[src/design/cte_pkg.sv]
// ----------------------------------------------------------------------------
// cte_pkg
// shared types and constants for the columnar transposition encryptor
// ----------------------------------------------------------------------------
package cte_pkg;

    localparam int MAX_KEY_DEF = 32;
    localparam int LETTER_W    = 5;
    localparam int OP_W        = 2;

    localparam logic [LETTER_W-1:0] PAD_LETTER = 5'd23;

    typedef enum logic [OP_W-1:0] {
        OP_CLEAR = 2'd0,
        OP_KEY   = 2'd1,
        OP_MSG   = 2'd2,
        OP_END   = 2'd3
    } op_t;

    typedef enum logic [3:0] {
        ST_IDLE,
        ST_KEY_RD,
        ST_KEY_UPD,
        ST_KEY_FIN,
        ST_MSG_RD,
        ST_MSG_WR,
        ST_PAD_RD,
        ST_PAD_WR,
        ST_EMIT_RD,
        ST_EMIT_LOAD
    } state_t;

endpackage

[src/design/columnar_transposition_encrypt_top.sv]
// ----------------------------------------------------------------------------
// columnar_transposition_encrypt_top
// columnar transposition encryptor: ranks key letters as they arrive, places
// message letters by column rank and emits each full or padded block
// ----------------------------------------------------------------------------
// channel  dir  tdata            tuser     tlast
// s_       in   letter [4:0]     op [1:0]  -
// m_       out  out_letter [4:0] -         block_end
//
// one word is taken only in idle; clear completes in idle, a key letter takes
// one read and one update per stored column, then a store; a message letter a
// rank read and slot write; end of message a read and a write per padded slot
// a block emits a read and a load per word, longer while m_tready is low
// aresetn (synchronous, active low) empties the key and the block
// s_tready stays low while a word is at work or a block is being emitted
// ----------------------------------------------------------------------------
module columnar_transposition_encrypt_top
    import cte_pkg::*;
#(
    parameter int MAX_KEY = MAX_KEY_DEF
) (
    input  logic       aclk,
    input  logic       aresetn,
    input  logic       s_tvalid,
    output logic       s_tready,
    input  logic [7:0] s_tdata,   // [4:0] letter
    input  logic [1:0] s_tuser,   // [1:0] op
    output logic       m_tvalid,
    input  logic       m_tready,
    output logic [7:0] m_tdata,   // [4:0] out_letter
    output logic       m_tlast
);

    localparam int IDX_W = (MAX_KEY > 1) ? $clog2(MAX_KEY) : 1;
    localparam int CNT_W = $clog2(MAX_KEY + 1);

    state_t state_reg, state_next;

    logic [CNT_W-1:0]    key_len_reg;
    logic [CNT_W-1:0]    fill_reg;
    logic [CNT_W-1:0]    cnt_reg;
    logic [IDX_W-1:0]    rank_acc_reg;
    logic [LETTER_W-1:0] letter_reg;

    logic [LETTER_W-1:0] key_mem  [MAX_KEY];
    logic [IDX_W-1:0]    rank_mem [MAX_KEY];
    logic [LETTER_W-1:0] blk_mem  [MAX_KEY];

    logic [LETTER_W-1:0] key_rd_reg;
    logic [IDX_W-1:0]    rank_rd_reg;
    logic [LETTER_W-1:0] blk_rd_reg;

    logic                m_valid_reg;
    logic [LETTER_W-1:0] m_data_reg;
    logic                m_last_reg;

    op_t              op;
    logic             s_acc;
    logic             out_free;
    logic [CNT_W-1:0] cnt_inc;
    logic [CNT_W-1:0] fill_inc;
    logic             cnt_last;
    logic             key_gt;
    logic             rank_ok;

    logic [IDX_W-1:0]    key_raddr, rank_raddr, blk_raddr;
    logic                key_we, rank_we, blk_we;
    logic [IDX_W-1:0]    key_waddr, rank_waddr, blk_waddr;
    logic [IDX_W-1:0]    rank_wdata;
    logic [LETTER_W-1:0] blk_wdata;

    assign op       = op_t'(s_tuser);
    assign s_tready = (state_reg == ST_IDLE);
    assign s_acc    = s_tvalid && s_tready;
    assign out_free = !m_valid_reg || m_tready;
    assign cnt_inc  = cnt_reg + CNT_W'(1);
    assign fill_inc = fill_reg + CNT_W'(1);
    assign cnt_last = (cnt_inc == key_len_reg);
    assign key_gt   = (key_rd_reg > letter_reg);
    assign rank_ok  = (int'(rank_rd_reg) < MAX_KEY);

    // next state
    always_comb begin
        state_next = state_reg;
        unique case (state_reg)
            ST_IDLE: begin
                if (s_acc) begin
                    unique case (op)
                        OP_CLEAR: state_next = ST_IDLE;
                        OP_KEY: begin
                            if (int'(key_len_reg) >= MAX_KEY)
                                state_next = ST_IDLE;
                            else if (key_len_reg == '0)
                                state_next = ST_KEY_FIN;
                            else
                                state_next = ST_KEY_RD;
                        end
                        OP_MSG: begin
                            if (key_len_reg == '0 || fill_reg >= key_len_reg)
                                state_next = ST_IDLE;
                            else
                                state_next = ST_MSG_RD;
                        end
                        OP_END: begin
                            if (key_len_reg == '0 || fill_reg == '0)
                                state_next = ST_IDLE;
                            else if (fill_reg < key_len_reg)
                                state_next = ST_PAD_RD;
                            else
                                state_next = ST_EMIT_RD;
                        end
                    endcase
                end
            end
            ST_KEY_RD:  state_next = ST_KEY_UPD;
            ST_KEY_UPD: state_next = cnt_last ? ST_KEY_FIN : ST_KEY_RD;
            ST_KEY_FIN: state_next = ST_IDLE;
            ST_MSG_RD:  state_next = ST_MSG_WR;
            ST_MSG_WR:  state_next = (fill_inc == key_len_reg) ? ST_EMIT_RD : ST_IDLE;
            ST_PAD_RD:  state_next = ST_PAD_WR;
            ST_PAD_WR:  state_next = cnt_last ? ST_EMIT_RD : ST_PAD_RD;
            ST_EMIT_RD: state_next = ST_EMIT_LOAD;
            ST_EMIT_LOAD: begin
                if (out_free)
                    state_next = cnt_last ? ST_IDLE : ST_EMIT_RD;
            end
            default: state_next = ST_IDLE;
        endcase
    end

    // memory port control
    always_comb begin
        key_raddr  = cnt_reg[IDX_W-1:0];
        rank_raddr = cnt_reg[IDX_W-1:0];
        blk_raddr  = cnt_reg[IDX_W-1:0];
        key_we     = 1'b0;
        key_waddr  = key_len_reg[IDX_W-1:0];
        rank_we    = 1'b0;
        rank_waddr = cnt_reg[IDX_W-1:0];
        rank_wdata = rank_rd_reg + IDX_W'(1);
        blk_we     = 1'b0;
        blk_waddr  = rank_rd_reg;
        blk_wdata  = letter_reg;
        unique case (state_reg)
            ST_KEY_UPD: begin
                rank_we = key_gt;
            end
            ST_KEY_FIN: begin
                key_we     = 1'b1;
                rank_we    = 1'b1;
                rank_waddr = key_len_reg[IDX_W-1:0];
                rank_wdata = rank_acc_reg;
            end
            ST_MSG_RD: begin
                rank_raddr = fill_reg[IDX_W-1:0];
            end
            ST_MSG_WR: begin
                blk_we = rank_ok;
            end
            ST_PAD_WR: begin
                blk_we    = rank_ok;
                blk_wdata = PAD_LETTER;
            end
            default: begin
            end
        endcase
    end

    // memories
    always_ff @(posedge aclk) begin
        if (key_we)
            key_mem[key_waddr] <= letter_reg;
        if (rank_we)
            rank_mem[rank_waddr] <= rank_wdata;
        if (blk_we)
            blk_mem[blk_waddr] <= blk_wdata;
        key_rd_reg  <= key_mem[key_raddr];
        rank_rd_reg <= rank_mem[rank_raddr];
        blk_rd_reg  <= blk_mem[blk_raddr];
    end

    // sequencer and counters
    always_ff @(posedge aclk) begin
        if (!aresetn) begin
            state_reg   <= ST_IDLE;
            key_len_reg <= '0;
            fill_reg    <= '0;
            cnt_reg     <= '0;
        end else begin
            state_reg <= state_next;
            unique case (state_reg)
                ST_IDLE: begin
                    if (s_acc) begin
                        letter_reg   <= s_tdata[LETTER_W-1:0];
                        rank_acc_reg <= '0;
                        cnt_reg      <= (op == OP_END && fill_reg < key_len_reg) ?
                                        fill_reg : '0;
                        if (op == OP_CLEAR) begin
                            key_len_reg <= '0;
                            fill_reg    <= '0;
                        end
                    end
                end
                ST_KEY_UPD: begin
                    if (!key_gt)
                        rank_acc_reg <= rank_acc_reg + IDX_W'(1);
                    cnt_reg <= cnt_inc;
                end
                ST_KEY_FIN: begin
                    key_len_reg <= key_len_reg + CNT_W'(1);
                    fill_reg    <= '0;
                end
                ST_MSG_WR: begin
                    fill_reg <= fill_inc;
                    cnt_reg  <= '0;
                end
                ST_PAD_WR: begin
                    cnt_reg <= cnt_last ? '0 : cnt_inc;
                end
                ST_EMIT_LOAD: begin
                    if (out_free) begin
                        cnt_reg <= cnt_inc;
                        if (cnt_last)
                            fill_reg <= '0;
                    end
                end
                default: begin
                end
            endcase
        end
    end

    // output register
    always_ff @(posedge aclk) begin
        if (!aresetn) begin
            m_valid_reg <= 1'b0;
        end else if (state_reg == ST_EMIT_LOAD && out_free) begin
            m_valid_reg <= 1'b1;
            m_data_reg  <= blk_rd_reg;
            m_last_reg  <= cnt_last;
        end else if (m_tready) begin
            m_valid_reg <= 1'b0;
        end
    end

    assign m_tvalid = m_valid_reg;
    assign m_tdata  = {{(8 - LETTER_W){1'b0}}, m_data_reg};
    assign m_tlast  = m_last_reg;

endmodule

[config.mk]
export PLATFORM = sky130hd
export DESIGN_NAME = columnar_transposition_encrypt_top
export DESIGN_NICKNAME = d
export VERILOG_FILES = /design/src/design/cte_pkg.sv /design/src/design/columnar_transposition_encrypt_top.sv
export SDC_FILE = /design/constraint.sdc
export NUM_CORES = 1
export LEC_CHECK = 0
export BUFFER_PORTS_ARGS = -buffer_cell sky130_fd_sc_hd__clkbuf_2
export CAP_MARGIN = 5
export CORE_MARGIN = 3
export CORE_UTILIZATION = 30
export DETAILED_ROUTE_END_ITERATION = 10
export PLACE_DENSITY_LB_ADDON = 0.25
export SLEW_MARGIN = 20
export SYNTH_ARGS = -nofsm -noshare
export SYNTH_HDL_FRONTEND = slang
export SYNTH_SLANG_ARGS = --single-unit
[constraint.sdc]
create_clock -name aclk -period 3.66 [get_ports aclk]
set_clock_uncertainty 0.05 [all_clocks]
set_input_delay 1.098 -clock aclk [delete_from_list [all_inputs] [get_ports aclk]]
set_output_delay 1.098 -clock aclk [all_outputs]
set_load 0.05 [all_outputs]
After elaboration in Yosys (flattened, before gate mapping) --
Memories as Yosys holds them, arrays and structs flattened. A register that Yosys moved wholly into a read port is not among the register bits. Cells that the tools add are included.
Word-level totals: input bits 14, word-level logic and storage cells 106, memory bits (writable) 480, memories 3, output and inout port bits 11, register bits after elaboration 39
Operators by class: add/sub/neg operators 5, magnitude comparators 4, eq/ne operators 19, reductions and logical operators 24, muxes and demuxes 42
Memory list:
- blk_mem | depth 32, width 5, read ports 1, clocked after Yosys merged registers in 1, write ports 1, RTL line columnar_transposition_encrypt_top.sv:47 | logic [LETTER_W-1:0] blk_mem [MAX_KEY];
- key_mem | depth 32, width 5, read ports 1, clocked after Yosys merged registers in 1, write ports 1, RTL line columnar_transposition_encrypt_top.sv:45 | logic [LETTER_W-1:0] key_mem [MAX_KEY];
- rank_mem | depth 32, width 5, read ports 1, clocked after Yosys merged registers in 1, write ports 1, RTL line columnar_transposition_encrypt_top.sv:46 | logic [IDX_W-1:0] rank_mem [MAX_KEY];
Operators by type and width (number):
- 6-bit two-way mux | 8
- 4-bit case mux with 9 select lines | 1
- 5-bit two-way mux | 6
- 6-bit case mux with 5 select lines | 1
- 4-bit two-way mux | 7
- 6-bit case mux with 4 select lines | 1
- 6-bit by 1-bit adder with 6-bit output (second input constant) | 3
- 4-bit by 3-bit equality test with 1-bit output (second input constant) | 4
- 4-bit case mux with 4 select lines | 1
- 6-bit equality test | 2
- 6-bit logical NOT | 2
- 6-bit case mux with 2 select lines | 1
- 5-bit by 1-bit adder with 5-bit output (second input constant) | 2
- 1-bit two-way mux | 10
- 5-bit case mux with 2 select lines | 1
- 3-bit AND reduction | 3
- 4-bit by 2-bit equality test with 1-bit output (second input constant) | 2
- 4-bit equality test (second input constant) | 2
- 6-bit >= comparator | 1
- 6-bit >= comparator (second input constant) | 1
- 6-bit < comparator | 1
- 2-bit two-way mux | 3
- 2-bit inequality test (second input constant) | 3
- 2-bit nonzero test | 3
- 18 further kinds | 25

Longest topological paths before layout --
Gate-level depths: netlist of the first run.
word-level depth 6, mapped depth 11, gate-level depth less buffers 9

Worst setup path after synthesis of the first run --
No wires, ideal clock.
path type flip-flop to output port, from register state_reg[2], to output s_tready, stages on the path, launching flop included 5, arrival 2177 ps, slack 335 ps, data required time 2512 ps, path through dfxtp_1 -> buf_2 -> or2_2 -> clkbuf_1 -> nor3_1
On the way: cells in the longest elaborated chain, start to end 1
RTL lines:
- start, declared | RTL line columnar_transposition_encrypt_top.sv:37 | state_t state_reg, state_next;
- start signal, assigned | RTL line columnar_transposition_encrypt_top.sv:190 | state_reg <= state_next;
- 4-bit logical NOT | RTL line columnar_transposition_encrypt_top.sv:73 | assign s_tready = (state_reg == ST_IDLE);
- end, declared | RTL line columnar_transposition_encrypt_top.sv:25 | output logic s_tready,
Every way passes these cells.

Worst setup path after layout of the first run --
from register state_reg[1], to output s_tready
Same word-level chain as after synthesis.

==> results of run 1 <==
[critical path, cell delays in order, from the launching register on]
cell and delay [ns]:
dfxtp_1 0.33, buf_4 0.19, or2_2 0.36, nor3_1 0.20, clkbuf_2 0.32
[worst max-delay path by stage]
stage	to	startpoint	depth (start not counted)	slack, ns
5_1_grt	s_tready	state_reg[1]	4	0.40
3_5_place_dp	blk_waddr[1]	state_reg[0]	8	0.54
2_1_floorplan	s_tready	state_reg[2]	4	0.33
6_report	s_tready	state_reg[1]	4	0.51
3_3_place_gp	blk_waddr[1]	state_reg[0]	8	0.53
4_1_cts	s_tready	state_reg[1]	4	0.46
[cells by family (layout without fill, tap and decap cells)]
family          after synthesis  in the layout
xor+xnor                     28             28
simple gates                416            416
buf+inv                      96            200
mux                         152            152
fa+ha+maj                    23             23
other cells                   1              3
flops                       534            534
compound gates              119            119
[through the flow]
stage	power, mW	hold slack (ns)
global placement	7.51	0.340
finish	12.8	0.351
floorplan	7.29	0.336
global route	13.2	0.373
CTS	12.9	0.353
detailed placement	7.51	0.340
[synth_stat cells, drive strengths merged (10+ instances only)]
cell type	number
nand3	49
ha	23
dfxtp	38
clkbuf	42
xor2	10
mux4	109
o21ai	24
nor2	133
a21oi	25
buf	29
nand2	163
edfxtp	496
mux2	15
xnor2	18
a31oi	14
inv	25
nor3	11
and3	15
mux2i	28
[layer usage]
layer	up-vias	wire length (um)
met4	0	1140
met3	70	2520
li1	5432	-
met5	-	0
met2	290	24600
met1	6155	23700
[power by group]
part           total [mW]  internal [mW]  switching (mW)
combinational       0.602          0.221           0.381
clock                5.41           3.09            2.32
sequential           6.77           6.74          0.0307
[layout make-up]
class / count / area [um^2]
Clock buffer: 72 / 1460
Clock inverter: 27 / 264
Fill cell: 6811 / 46900
Inverter: 25 / 93.8
Multi-Input combinational cell: 741 / 6100
Sequential cell: 534 / 15700
Tap cell: 950 / 1190
Timing Repair Buffer: 76 / 576
==> out/metrics.yaml, run 1 <==
placed_design:
  dp_slack_ns: 0.537
  place_congestion: 0.800
  port_buffers: 18
  hpwl_mm: 33.0
  placed_cells: 2326
  place_area_um2: 23600
setup_path:
  cp-start-kind: "flip-flop"
  critPathMaxFanout: 12
  regToRegSetupSlack_ns: 0.55
  r2r_end: "blk_waddr[1]"
  reg2reg_from: "state_reg[0]"
  required_ns: 2.51
  crit_arrival_ns: 2.01
  r2r_cells: 8
  end_kind: "output port"
  path_class: "reg2out"
global_routing:
  grt_pass1_wl_mm: 79.5
  grt_antenna_before_repair: 0
  grt_usage_pct: 13.5
  grt_pass1_vias: 12300
  grt_max_degree: 82
  grt_overflow: 0
  top_usage_layer: "met2"
  met1_usage_pct: 19.1
  met2_usage_pct: 21.6
  grt_util_met3_pct: 1.93
clock_network:
  cts_root_buffer: "clkbuf_16"
  cts_hold_buf: 0
  clock_path_buffers: 3
  clk_latency_ns: 0.61
  cts_tree: "yes"
  cts_setup_buffers: 0
  htreeDepth: 2
  cts.sinks: 534
  cts.clk_slew.worst_paths_ns: 0.06
  cts_made_buffers: 55
  cts_repair_resize_count: 0
floorplanning:
  core_area_um2: 72200
  die_w_um: 277
  io_pins: 25
  rows: 98
  die_area_um2: 77000
  initial_core_util_pct: 30.6
  die_h_um: 277
yosys:
  async_flop_share_pct: 0
  yosysSeqAreaShare_pct: 70.8
  syn_area_um2: 22100
  synthCells: 1369
  post_synth_num_cell_types: 60
  synth_area_leader_cell: "edfxtp_1"
  yosys.area_share.simple_pct: 8.21
  synthTopCellsByArea: "edfxtp_1 (67%), mux4_2 (11%), dfxtp_1 (3.4%)"
  ys_seq_elements: 534
  yosys.area_share.xor_xnor_pct: 1.11
  yosys-mux-area-fraction_pct: 13.2
  yosys_warnings: 0
  synthFlopType: "edfxtp_1"
  synth_top_family_by_area: "multiplexers"
  synth_compound_area_share_pct: 3.57
  synth_edf_count: 496
  synth_adder_area_share_pct: 1.30
  syn_avg_cell_area_um2: 16.2
  synth_top_area_share_pct: 67.4
final_layout:
  insertedDiodeCount: 0
  drive_gt1_share_pct: 19.3
  fin_util_pct: 35.1
  nNetsFinal: 1470
  layout_commonest_cell: "edfxtp_1"
  area_growth_pct: 14.7
  fin_cells: 2425
  layout_common_cells: "edfxtp_1 (496), nand2_1 (163), nor2_1 (133)"
  reg.largest.list: "blk_mem x160, key_mem x160, rank_mem x160"
  fin_area_um2: 25300
hold_path:
  hold_start: "blk_rd_reg[4]"
  holdPathStages: 0
  min_to: "m_data_reg[4]"
  hp-class: "reg2reg"
sta:
  setup_violations: 0
  fin_crit_ns: 3.15
  finalWorstSetupSlack_ns: 0.506
  tns_ns: 0
  tightest_slew_ns: 0.756
  min_period_over_period_pct: 86.2
  relSlewSlack_pct: 49.6
  max_freq_mhz: 317
  drv_slew: 0
  hold_viol_final: 0
  rsz0062_at_grt: "no"
drt:
  wl_mm: 52.0
  viasPerCell: 4.93
  drtIter0Drc: 1008
  firstDrtPassIters: 5
  vias: 11900
  antenna_left: 0
  drc_errors: 0
  wl_per_cell_um: 21.4
status:
  outcome: "finished, final reports clean"
power_and_ir_drop:
  leakage_nw: 7.95
  peakVddDrop_uv: 338
  power.density_nw_per_um2: 504
flow_run:
  maxCapViolations: 0
Power figures use the tool's default switching activity.
==> run 2, diff against run 1 <==
--- a/config.mk
+++ b/config.mk
@@ -8,7 +8,7 @@
 export BUFFER_PORTS_ARGS = -buffer_cell sky130_fd_sc_hd__clkbuf_2
 export CAP_MARGIN = 5
 export CORE_MARGIN = 3
-export CORE_UTILIZATION = 30
+export CORE_UTILIZATION = 45
 export DETAILED_ROUTE_END_ITERATION = 10
 export PLACE_DENSITY_LB_ADDON = 0.25
 export SLEW_MARGIN = 20
==> out/metrics.yaml, run 2 (synthesis results as in run 1) <==
setup_path:
  cpMaxStageDelayCell: "a2111oi_0"
  cpPeakStageDelay_ns: 0.86  # +0.50 ns
  cp_top_family: "compound AO/OA/AOI/OAI gates"
  required_ns: 4.16  # +1.65 ns
  end_kind: "flip-flop"
  crit_arrival_ns: 3.98  # +1.97 ns
  path_cells: "nor4b_4 > buf_4 > mux2_2 > buf_4 > mux2i_1 > a2111oi_0 > nor3_1 > nand3b_1"
  worst_path_most_repeated_cell: "buf_4"
  critPathMaxFanout: 13  # +1
  path_class: "reg2reg"
  cp_num_buf_inv: 2  # unchanged
  cp-start-kind: "flip-flop"
drt:
  wl_per_cell_um: 22.6  # +5.2%
  antenna_left: 0  # unchanged
  wl_mm: 47.9  # -8.0%
  vias: 12000  # +0.059%
  viasPerCell: 5.64  # +14%
  drtIter0Drc: 989  # -1.9%
  firstDrtPassIters: 5  # unchanged
  drc_errors: 0  # unchanged
sta:
  rsz0062_at_grt: "no"
  hold_viol_final: 0  # unchanged
  fin_crit_ns: 3.48  # +0.330 ns
  hold_slack_ns: 0.352  # +0.00179 ns
  min_period_over_period_pct: 95.2  # +9.0 points
  setup_violations: 0  # unchanged
  tightest_slew_ns: 1.14  # +0.386 ns
  max_freq_mhz: 287  # -9.5%
  tns_ns: 0  # unchanged
  relSlewSlack_pct: 23.8  # -26 points
  drv_slew: 0  # unchanged
final_layout:
  fillers: 3907  # -43%
  insertedDiodeCount: 0  # unchanged
  drive_gt1_share_pct: 19.5  # +0.20 points
  layout_common_cells: "edfxtp_1 (496), nand2_1 (163), nor2_1 (133)"
  layout_commonest_cell: "edfxtp_1"
  reg.largest.list: "blk_mem x160, key_mem x160, rank_mem x160"
  area_growth_pct: 13.0
  nNetsFinal: 1460  # -0.68%
global_routing:
  grt_overflow: 0  # unchanged
  grt_pass1_vias: 12100  # -1.4%
  grt_antenna_before_repair: 0  # unchanged
  grt_pass1_wl_mm: 73.6  # -7.4%
  grt_usage_pct: 19.0  # +5.5 points
  grt_max_degree: 82  # unchanged
flow_run:
  maxCapViolations: 0  # unchanged
placed_design:
  place_congestion: 0.871  # +8.8%
  port_buffers: 18  # unchanged
  hpwl_mm: 30.3  # -8.1%
floorplanning:
  die_h_um: 228  # -18%
  die_w_um: 228  # -18%
  initial_core_util_pct: 45.9  # +15 points
  die_area_um2: 51800  # -33%
  io_pins: 25  # unchanged
  rows: 80  # -18%
  core_area_um2: 48100  # -33%
hold_path:
  hp-class: "reg2reg"
power_and_ir_drop:
  leakage_nw: 7.96  # +0.17%
  peakVddDrop_uv: 378  # +12%
  power.density_nw_per_um2: 518  # +2.8%
clock_network:
  clk_latency_ns: 0.62  # about the same
  cts.clk_slew.worst_paths_ns: 0.06  # about the same
  cts.sinks: 534  # unchanged
  cts_made_buffers: 53  # -3.6%
  cts_root_buffer: "clkbuf_16"
  cts_hold_buf: 0  # unchanged
  clock_path_buffers: 3  # unchanged
  cts_repair_resize_count: 0  # unchanged
  cts_tree: "yes"
  htreeDepth: 2  # unchanged
  cts_setup_buffers: 0  # unchanged
status:
  outcome: "finished, final reports clean"
## run 2: cell types whose count changed in the layout (fill, tap and decap cells not counted)
cell,change
buf_2,+1
buf_4,-9
bufinv_16,+3
clkbuf_1,-5
clkbuf_16,-2
clkbuf_8,+3
clkinv_1,-6
clkinv_16,-1
clkinv_2,+5
clkinv_4,+1
clkinv_8,+1
clkinvlp_4,-2
inv_16,+1
## run 2: through the flow
step	setup slack, ns	util, %	area [um^2]	power [mW]	cells
after floorplan	0.335	-	22100	7.29	1371
after global placement	0.284	48.1	23200	7.50	2022
after detailed placement	0.283	48.2	23200	7.51	2024
after CTS	0.261	51.9	25000	13.1	2121
after global routing	0.0662	51.9	25000	13.3	2121
final	0.176	51.9	25000	12.9	2121
## run 2: power by group
group	internal [mW]	leakage (nW)	switching (mW)
registers	6.73	4.78	0.0296
logic	0.222	2.32	0.378
clock network	3.27	0.867	2.31
## run 2: worst paths after layout
check | start | endpoint | slack [ns] | depth (start not counted)
worst max-delay path | state_reg[2] | blk_waddr[4] | 0.18 | 8
worst min-delay path | blk_rd_reg[0] | m_data_reg[0] | 0.35 | 0
worst max register to register | state_reg[2] | blk_waddr[4] | 0.18 | 8
worst min register to register | blk_rd_reg[0] | m_data_reg[0] | 0.35 | 0
## run 2: area by class of cell
type	count	area, um^2	share of cell area [%]
repair buffers	68	513	2.05
multi-input cells	741	6100	24.4
clock inverters	29	357	1.43
flip-flops and latches	534	15700	62.7
well taps	656	821	3.29
inverters	25	93.8	0.376
clock buffers	68	1430	5.74
## run 2: per-layer routing
| metal | track usage [%] | part of all wire, % | up-vias |
|---|---|---|---|
| met5 | 0 | 0 | - |
| met4 | 6.05 | 2.5 | 0 |
| met3 | 3.21 | 5.9 | 87 |
| met2 | 30.6 | 48 | 369 |
| met1 | 26.8 | 44 | 6076 |
| li1 | - | - | 5422 |
==> run 3, diff against run 2 <==
--- a/config.mk
+++ b/config.mk
@@ -7,11 +7,12 @@
 export LEC_CHECK = 0
 export BUFFER_PORTS_ARGS = -buffer_cell sky130_fd_sc_hd__clkbuf_2
 export CAP_MARGIN = 5
+export CELL_PAD_IN_SITES_DETAIL_PLACEMENT = 0
+export CELL_PAD_IN_SITES_GLOBAL_PLACEMENT = 1
 export CORE_MARGIN = 3
 export CORE_UTILIZATION = 45
 export DETAILED_ROUTE_END_ITERATION = 10
 export PLACE_DENSITY_LB_ADDON = 0.25
-export SLEW_MARGIN = 20
 export SYNTH_ARGS = -nofsm -noshare
 export SYNTH_HDL_FRONTEND = slang
 export SYNTH_SLANG_ARGS = --single-unit
==> out/metrics.yaml, run 3 (synthesis results as in run 1) <==
setup_path:
  path_class: "reg2out"
  r2r_cells: 9  # +1
  required_ns: 2.51  # -1.65 ns
  r2r_end: "rank_mem[8][3]"
  regToRegSetupSlack_ns: 0.46  # +0.28 ns
  critPathMaxFanout: 13  # unchanged
  end_kind: "output port"
  cp-start-kind: "flip-flop"
  crit_arrival_ns: 2.15  # -1.83 ns
  reg2reg_from: "letter_reg[1]"
final_layout:
  reg.largest.list: "blk_mem x160, key_mem x160, rank_mem x160"
  area_growth_pct: 12.4
  drive_gt1_share_pct: 19.4  # -0.14 points
  nNetsFinal: 1456  # -0.27%
  layout_commonest_cell: "edfxtp_1"
  fin_area_um2: 24900  # -0.53%
  layout_common_cells: "edfxtp_1 (496), nand2_1 (163), nor2_1 (133)"
  insertedDiodeCount: 0  # unchanged
sta:
  rsz0062_at_grt: "no"
  setup_violations: 0  # unchanged
  finalWorstSetupSlack_ns: 0.362  # +0.185 ns
  min_period_over_period_pct: 90.1  # -5.1 points
  tightest_slew_ns: 1.19  # +0.0432 ns
  hold_viol_final: 0  # unchanged
  fin_crit_ns: 3.30  # -0.185 ns
  hold_slack_ns: 0.352  # -0.000330 ns
  tns_ns: 0  # unchanged
  relSlewSlack_pct: 21.0  # -2.9 points
  drv_slew: 0  # unchanged
  max_freq_mhz: 303  # +5.6%
power_and_ir_drop:
  leakage_nw: 7.91  # -0.57%
  peakVddDrop_uv: 374  # -1.1%
  power_mw: 12.7  # -2.2%
  power.density_nw_per_um2: 510  # -1.6%
global_routing:
  grt_overflow: 0  # unchanged
  met2_usage_pct: 30.9  # +0.29 points
  met1_usage_pct: 28.5  # +1.7 points
  grt_usage_pct: 19.7  # +0.67 points
  grt_pass1_wl_mm: 75.8  # +3.0%
  top_usage_layer: "met2"
  grt_util_met3_pct: 3.16  # -0.051 points
  grt_pass1_vias: 12100  # -0.49%
  grt_antenna_before_repair: 0  # unchanged
  grt_max_degree: 53  # -35%
clock_network:
  cts_tree: "yes"
  cts.sinks: 534  # unchanged
  clk_latency_ns: 0.60  # -0.02 ns
  clock_path_buffers: 3  # unchanged
  cts.clk_slew.worst_paths_ns: 0.06  # about the same
  cts_made_buffers: 54  # +1.9%
  cts_setup_buffers: 0  # unchanged
  cts_repair_resize_count: 0  # unchanged
  htreeDepth: 2  # unchanged
  cts_hold_buf: 0  # unchanged
  cts_root_buffer: "clkbuf_16"
placed_design:
  dp_slack_ns: 0.530  # +0.247 ns
  place_congestion: 0.816  # -6.3%
  place_area_um2: 23100  # -0.21%
  hpwl_mm: 32.0  # +5.5%
  port_buffers: 18  # unchanged
drt:
  wl_mm: 49.3  # +3.1%
  vias: 11900  # -0.53%
  wl_per_cell_um: 23.3  # +3.1%
  drtIter0Drc: 965  # -2.4%
  drc_errors: 0  # unchanged
  firstDrtPassIters: 5  # unchanged
  antenna_left: 0  # unchanged
  viasPerCell: 5.61  # -0.53%
status:
  outcome: "finished, final reports clean"
floorplanning:
  die_h_um: 228  # unchanged
  die_area_um2: 51800  # unchanged
  initial_core_util_pct: 45.9  # unchanged
  core_area_um2: 48100  # unchanged
  rows: 80  # unchanged
  io_pins: 25  # unchanged
  die_w_um: 228  # unchanged
hold_path:
  holdPathStages: 0  # unchanged
  hp-class: "reg2reg"
  min_to: "m_data_reg[3]"
  hold_start: "blk_rd_reg[3]"
flow_run:
  maxCapViolations: 0  # unchanged
==> run 3: cell count changes in the layout (fill, tap and decap cells not counted), sizes merged <==
cell      before  now
clkinvlp       3    2
bufinv         7    3
buf           50   45
clkinv        17   26
inv           27   28
==> run 3: routing by layer <==
layer | wire length [um] | share of wire [%]
met5 | 0 | 0
met4 | 1230 | 2.5
met3 | 2820 | 5.7
met2 | 23200 | 47
met1 | 22100 | 45
==> run 3: final cells by class <==
| cell class | count | area [um^2] |
|---|---|---|
| multi-input combinational | 741 | 6100 |
| clock inverter | 34 | 262 |
| clock buffer | 68 | 1450 |
| fill | 3940 | 23300 |
| inverter | 25 | 93.8 |
| sequential | 534 | 15700 |
| tap | 656 | 821 |
| timing repair buffer | 63 | 465 |
==> run 3: report_power, final <==
group / leakage [nW] / switching [mW] / internal (mW)
logic: 2.29 / 0.376 / 0.219
registers: 4.78 / 0.0398 / 6.74
clock network: 0.847 / 2.28 / 3.02
total: 7.91 / 2.69 / 9.97
==> run 3: critical path, stage by stage, from the launching register on <==
cell and delay [ns]:
dfxtp_1 0.48, or2_2 0.43, nor3_1 0.25, clkbuf_2 0.39
==> run 3: how the worst max path moves through the flow <==
stage                  startpoint              end  cells past startpoint
finish               state_reg[1]         s_tready                      3
global route         state_reg[1]         s_tready                      3
CTS                  state_reg[1]         s_tready                      3
detailed placement   state_reg[2]     blk_waddr[1]                      8
global placement    letter_reg[1]  rank_mem[28][4]                      9
floorplan            state_reg[2]         s_tready                      4
==> run 3: metrics by stage <==
stage               utilization [%]  instances
floorplan                         -       1371
global placement               48.1       2019
detailed placement             48.1       2019
CTS                            51.6       2121
global route                   51.6       2121
finish                         51.6       2121
